**config.mk**
```make
export PLATFORM = sky130hd
export DESIGN_NAME = e2q_cordic_cell
export DESIGN_NICKNAME = d
export VERILOG_FILES = /design/src/e2q_pkg.sv /design/src/e2q_cordic_cell.sv
export SDC_FILE = /design/constraint.sdc
export NUM_CORES = 1
export LEC_CHECK = 0
export BUFFER_PORTS_ARGS = -buffer_cell sky130_fd_sc_hd__buf_4
export CAP_MARGIN = 20
export CORE_ASPECT_RATIO = 1.2
export CORE_MARGIN = 2
export CORE_UTILIZATION = 55
export DETAILED_ROUTE_END_ITERATION = 8
export PLACE_DENSITY = 0.8
export SKIP_LAST_GASP = 1
export SLEW_MARGIN = 20
export SYNTH_ARGS = -nofsm -noshare
export SYNTH_HDL_FRONTEND = slang
export SYNTH_SLANG_ARGS = --single-unit
```
**constraint.sdc**
```tcl
create_clock -name clk -period 4.5 [get_ports clk]
set_input_delay 0.675 -clock clk [delete_from_list [all_inputs] [get_ports clk]]
set_output_delay 0.675 -clock clk [all_outputs]
set_load 0.01 [all_outputs]
```
**src/e2q_pkg.sv**
```systemverilog
// Shared types, constants and helper functions for the Euler angle to quaternion block.
// No dependencies; every other file imports this package.
package e2q_pkg;

    localparam int ANGLE_WIDTH  = 16;
    localparam int OUT_WIDTH    = 16;
    localparam int CORDIC_STEPS = 24;
    localparam int XY_W         = 34;
    localparam int Z_W          = 36;
    localparam int MUL_W        = 32;
    localparam int PROD_W       = 64;
    localparam int OUT_SHIFT    = 61 - OUT_WIDTH;
    localparam logic signed [XY_W-1:0] CORDIC_GAIN = XY_W'(652032874);
    localparam logic signed [PROD_W-1:0] OUT_LIM =
        PROD_W'((64'sd1 <<< (OUT_WIDTH - 1)) - 64'sd1);

    typedef struct packed {
        logic signed [ANGLE_WIDTH-1:0] pitch_angle;
        logic signed [ANGLE_WIDTH-1:0] yaw_angle;
        logic signed [ANGLE_WIDTH-1:0] roll_angle;
    } in_word_t;

    typedef struct packed {
        logic signed [OUT_WIDTH-1:0] quat_w;
        logic signed [OUT_WIDTH-1:0] quat_x;
        logic signed [OUT_WIDTH-1:0] quat_y;
        logic signed [OUT_WIDTH-1:0] quat_z;
    } out_word_t;

    typedef struct packed {
        logic signed [XY_W-1:0] x;
        logic signed [XY_W-1:0] y;
        logic signed [Z_W-1:0]  z;
    } cordic_t;

    // Doubled arctangent of 2^-i, in units of 2^32 per turn.
    function automatic logic signed [Z_W-1:0] atan_step(input int i);
        logic signed [Z_W-1:0] v;
        case (i)
            0:  v = Z_W'(536870912);
            1:  v = Z_W'(316933406);
            2:  v = Z_W'(167458907);
            3:  v = Z_W'(85004756);
            4:  v = Z_W'(42667331);
            5:  v = Z_W'(21354465);
            6:  v = Z_W'(10679838);
            7:  v = Z_W'(5340245);
            8:  v = Z_W'(2670163);
            9:  v = Z_W'(1335087);
            10: v = Z_W'(667544);
            11: v = Z_W'(333772);
            12: v = Z_W'(166886);
            13: v = Z_W'(83443);
            14: v = Z_W'(41722);
            15: v = Z_W'(20861);
            16: v = Z_W'(10430);
            17: v = Z_W'(5215);
            18: v = Z_W'(2608);
            19: v = Z_W'(1304);
            20: v = Z_W'(652);
            21: v = Z_W'(326);
            22: v = Z_W'(163);
            23: v = Z_W'(81);
            default: v = '0;
        endcase
        return v <<< 1;
    endfunction

    // Starting vector for one angle: the half angle, with x preloaded by the gain.
    function automatic cordic_t cordic_start(input logic signed [ANGLE_WIDTH-1:0] a);
        cordic_t c;
        c.x = CORDIC_GAIN;
        c.y = '0;
        c.z = Z_W'(a) <<< (32 - ANGLE_WIDTH);
        return c;
    endfunction

    // Round half up from Q60 and saturate symmetrically.
    function automatic logic signed [OUT_WIDTH-1:0] to_out(input logic signed [PROD_W-1:0] q);
        logic signed [PROD_W-1:0] v;
        v = (q + (64'sd1 <<< (OUT_SHIFT - 1))) >>> OUT_SHIFT;
        if (v > OUT_LIM)
            v = OUT_LIM;
        if (v < -OUT_LIM)
            v = -OUT_LIM;
        return v[OUT_WIDTH-1:0];
    endfunction

endpackage

```
**src/e2q_cordic_cell.sv**
```systemverilog
// One rotation-mode CORDIC iteration for one angle, registered.
// Depends on e2q_pkg for the vector type and the arctangent constants.
module e2q_cordic_cell
    import e2q_pkg::*;
#(
    parameter int STEP = 0
)
(
    input  logic    clk,
    input  logic    en,
    input  cordic_t d,
    output cordic_t q
);

    cordic_t q_reg;
    cordic_t q_next;

    always_comb
    begin
        if (d.z >= 0)
        begin
            q_next.x = d.x - (d.y >>> STEP);
            q_next.y = d.y + (d.x >>> STEP);
            q_next.z = d.z - atan_step(STEP);
        end
        else
        begin
            q_next.x = d.x + (d.y >>> STEP);
            q_next.y = d.y - (d.x >>> STEP);
            q_next.z = d.z + atan_step(STEP);
        end
    end

    always_ff @(posedge clk)
    begin
        if (en)
            q_reg <= q_next;
    end

    assign q = q_reg;

endmodule

```
After elaboration in Yosys (flattened, before gate mapping) --
Cells that the tools add are included.
Storage, ports and cells: bits in registers 104, input port bits 106, output and inout bits 104
Cells by class: add/sub/neg operators 5, order comparisons 1, multiplexer cells 1
Operators with widths (number):
- two-way mux 104 bit | 1
- subtractor 34 bit | 2
- adder 36 x 32 -> 36 bit (second input constant) | 1
- >= comparator 36 x 1 -> 1 bit (second input constant) | 1
- subtractor 36 x 32 -> 36 bit (second input constant) | 1
- adder 34 bit | 1

Longest topological paths before layout --
depth after elaboration 2, gate-level depth with buffers 17, depth with buffers taken out 15

Worst setup path before layout --
No wires, ideal clock.
path kind input-to-reg, from input port d[35] (netlist bit), to register q_reg, in the netlist q[35] (data pin), setup time 258 ps, data arrival time 3305 ps, path slack 937 ps, stages 17, buffers on the path 2, cell sequence inv_1 -> ha_1 -> nor4b_1 -> nand4_1 -> nor3_1 -> nor2_1 -> inv_2 -> clkbuf_1 -> buf_1 -> ha_1 -> a21o_1 -> a21oi_1 -> inv_1 -> a21oi_1 -> nor2_1 -> nor2_1 -> xnor2_1
RTL lines:
- start: declaration | line e2q_cordic_cell.sv:11 | input cordic_t d,
- end signal: assignment | line e2q_cordic_cell.sv:37 | q_reg <= q_next;
- end: declaration | line e2q_cordic_cell.sv:15 | cordic_t q_reg;

==> summary.md <==
| Metric | Value |
|---|---|
| Synth unique cells | 71 |
| Syn_nets | 1225 |
| Compound-cell area share of the yosys netlist | 0.228 |
| Post-synthesis adder-cell area fraction | 0.154 |
| GRT overflow | 0 |
| Vias in the first global route | 7902 |
| HP Class | in2reg |
| First-pass GRT wire length | 40600 um |
| Overall Power | 3.27 mW |
| GPL Wtd Cong | 1.00 |
| Async SR Flop Fraction | 0 |
| Largest net degree at the start of global routing | 64 |
| Util after Layout | 0.679 |
| # IOs | 210 |
| Chip Height | 145 um |
| Yosys reg bits | 103 |
| CTS tree | built |
| Leak | 4.88 nW |
| Required time worst endpoint | 4600 ps |
| Initial DRC Count | 768 |
| Post-route cell area | 11000 um^2 |
| Num CTS Buffers | 9 |
| Max-Cap Viols | 0 |
| Die footprint | 17500 um^2 |
| Crit share post-route | 0.766 |
| Detailed Routing Iterations Pass 1 | 5 |
| EDFF count, synth | 103 |
| Max reg flops | 103 |
| Chip width | 121 um |
| Clock transition at path regs | 70 ps |
| Finished Layout Cells | 1408 |
| Initial antenna violation count | 0 |
| Synth Area in XOR/XNOR | 0.0667 |
| Least-Margin Pin Slew | 773 ps |
| Htree depth | 3 |
| Post-layout net count | 1407 |
| Ys flop type | edfxtp_1 |
| VDD IR max | 0.226 mV |
| Largest area contributor in the netlist | edfxtp_1 |
| Layout cell share with drive strength beyond 1 | 0.211 |
| Sequential share of the synthesized area | 0.341 |
| Dpl cell area | 10700 um^2 |
| Slew HR | 0.480 |
| Fill cells | 1356 |
| Final wirelength | 26800 um |
| DR vias | 8397 |
| Crit start category | primary input |
| Starting density of the core | 0.559 |
| Final setup viols | 0 |
| Synthesized cell area | 9060 um^2 |
| GRT Util Overall | 0.297 |
| CTS root buf | clkbuf_16 |
| Placed insts | 1393 |
| Num rows | 51 |
| ANT cells | 0 |
| Post_cts resized | 0 |
| Setup CP Type | in2reg |
| Hold depth | 1 |
| Crit path DAT | 3550 ps |
| Post-CTS Hold Fix Bufs | 0 |
| Fin. max-slew vios | 0 |
| Unrepaired setup endpoints after global routing | no |
| Synth top area share | 0.341 |
| Status | finished clean |
| Yosys Warn Count | 0 |
| Mux contribution to synthesized area | 0.0166 |
| Mapped Cells | 1010 |
| Port bufs | 209 |
| DRC Markers | 0 |
| Worst setup EP type | flip-flop |
| Core Area | 16200 um^2 |
| Sink Count | 103 |
| Post-Syn Area per Cell | 8.97 um^2 |
| Post-DP HPWL | 20900 um |
| Avg WL per Cell | 19.0 um |
| F_max | 290 MHz |
| Post-DRT Antenna Nets | 0 |
| Main combinational cell family by area after synthesis | compound AO/OA/AOI/OAI gates |
| Clock Path Buffers | 2 |
| Setup TNS | 0 ps |
| Synth Area in Simple Gates | 0.127 |
| Final hold viol count | 0 |
| Area Overhead vs Synth | 21.5% |
| Post-layout minimum cycle time | 3450 ps |
| Top cells by area, synth | edfxtp_1, ha_1, a21oi_1, xnor2_1, inv_1 |
| Vias per inst | 5.96 |
| Worst-path fanout max | 5 |
| Setup Fix Bufs, Post-CTS | 0 |
| Power Density | 297 nW/um^2 |
## per-layer routing
metal	track usage	part of all wire	vias up	routed length (um)
met5	0	0	-	0
met4	0.109	0.027	0	720
met3	0.0465	0.081	56	2180
met2	0.519	0.49	410	13200
met1	0.369	0.40	3936	10700
li1	-	-	3995	-
## synth_stat cells, drive strengths merged, types with 15 or more instances
cell and count:
mux2i 15, inv 108, o21ai 69, nor3 16, nor4 17, a21o 18, edfxtp 103, nand2 51
ha 105, o21bai 20, clkbuf 21, xnor2 59, a21oi 117, buf 22, nor2 91
## cell families after synthesis
logic type	after synthesis
buf+inv	151
compound gates	324
flops	103
mux	15
xor+xnor	69
simple gates	239
fa+ha+maj	109
## stage by stage
stage          worst slack, ps  hold slack [ps]
4_1_cts                   1110              498
6_report                  1050              505
5_1_grt                    888              497
2_1_floorplan              937              774
3_5_place_dp               751              864
3_3_place_gp               808              863
## critical path, stage by stage
cell and delay (ps):
buf_4 120, ha_1 220, fa_1 410, nor2b_1 170, o311ai_1 330, a31oi_1 200, a21oi_2 380, o21ai_1 250
a311o_1 420, a21oi_1 160, a21oi_2 50, xnor2_1 150
## power by group
| group | switching [mW] | internal (mW) | leakage [nW] | total [mW] |
|---|---|---|---|---|
| Clock | 0.361 | 0.373 | 0.126 | 0.734 |
| Combinational | 0.712 | 0.539 | 3.75 | 1.25 |
| Sequential | 0.0449 | 1.24 | 1.01 | 1.28 |
| Total | 1.12 | 2.15 | 4.88 | 3.27 |
## worst paths after layout
check | endpoint | slack (ps) | startpoint
worst max-delay path | q[100] | 1050 | d[36]
worst min-delay path | q[29] | 510 | d[29]
## layout by cell type (no fill, tap or decap), types with 15 or more instances in the layout
cell / n
buf_4: 214
a21oi_1: 115
inv_1: 106
ha_1: 105
edfxtp_1: 103
nor2_1: 90
o21ai_0: 67
xnor2_1: 59
nand2_1: 51
o21bai_1: 20
a21o_1: 18
nor3_1: 16
nor4_1: 15
mux2i_1: 15
## cell type report
type	instances	area (um^2)	share of cell area
Multi-Input combinational cell	756	5370	0.488
Clock buffer	10	229	0.0208
Sequential cell	103	3090	0.281
Clock inverter	5	33.8	0.00307
Inverter	108	405	0.0368
Timing Repair Buffer	214	1610	0.146
Tap cell	212	265	0.0241
No activity file was read; power rests on OpenSTA's default activity.
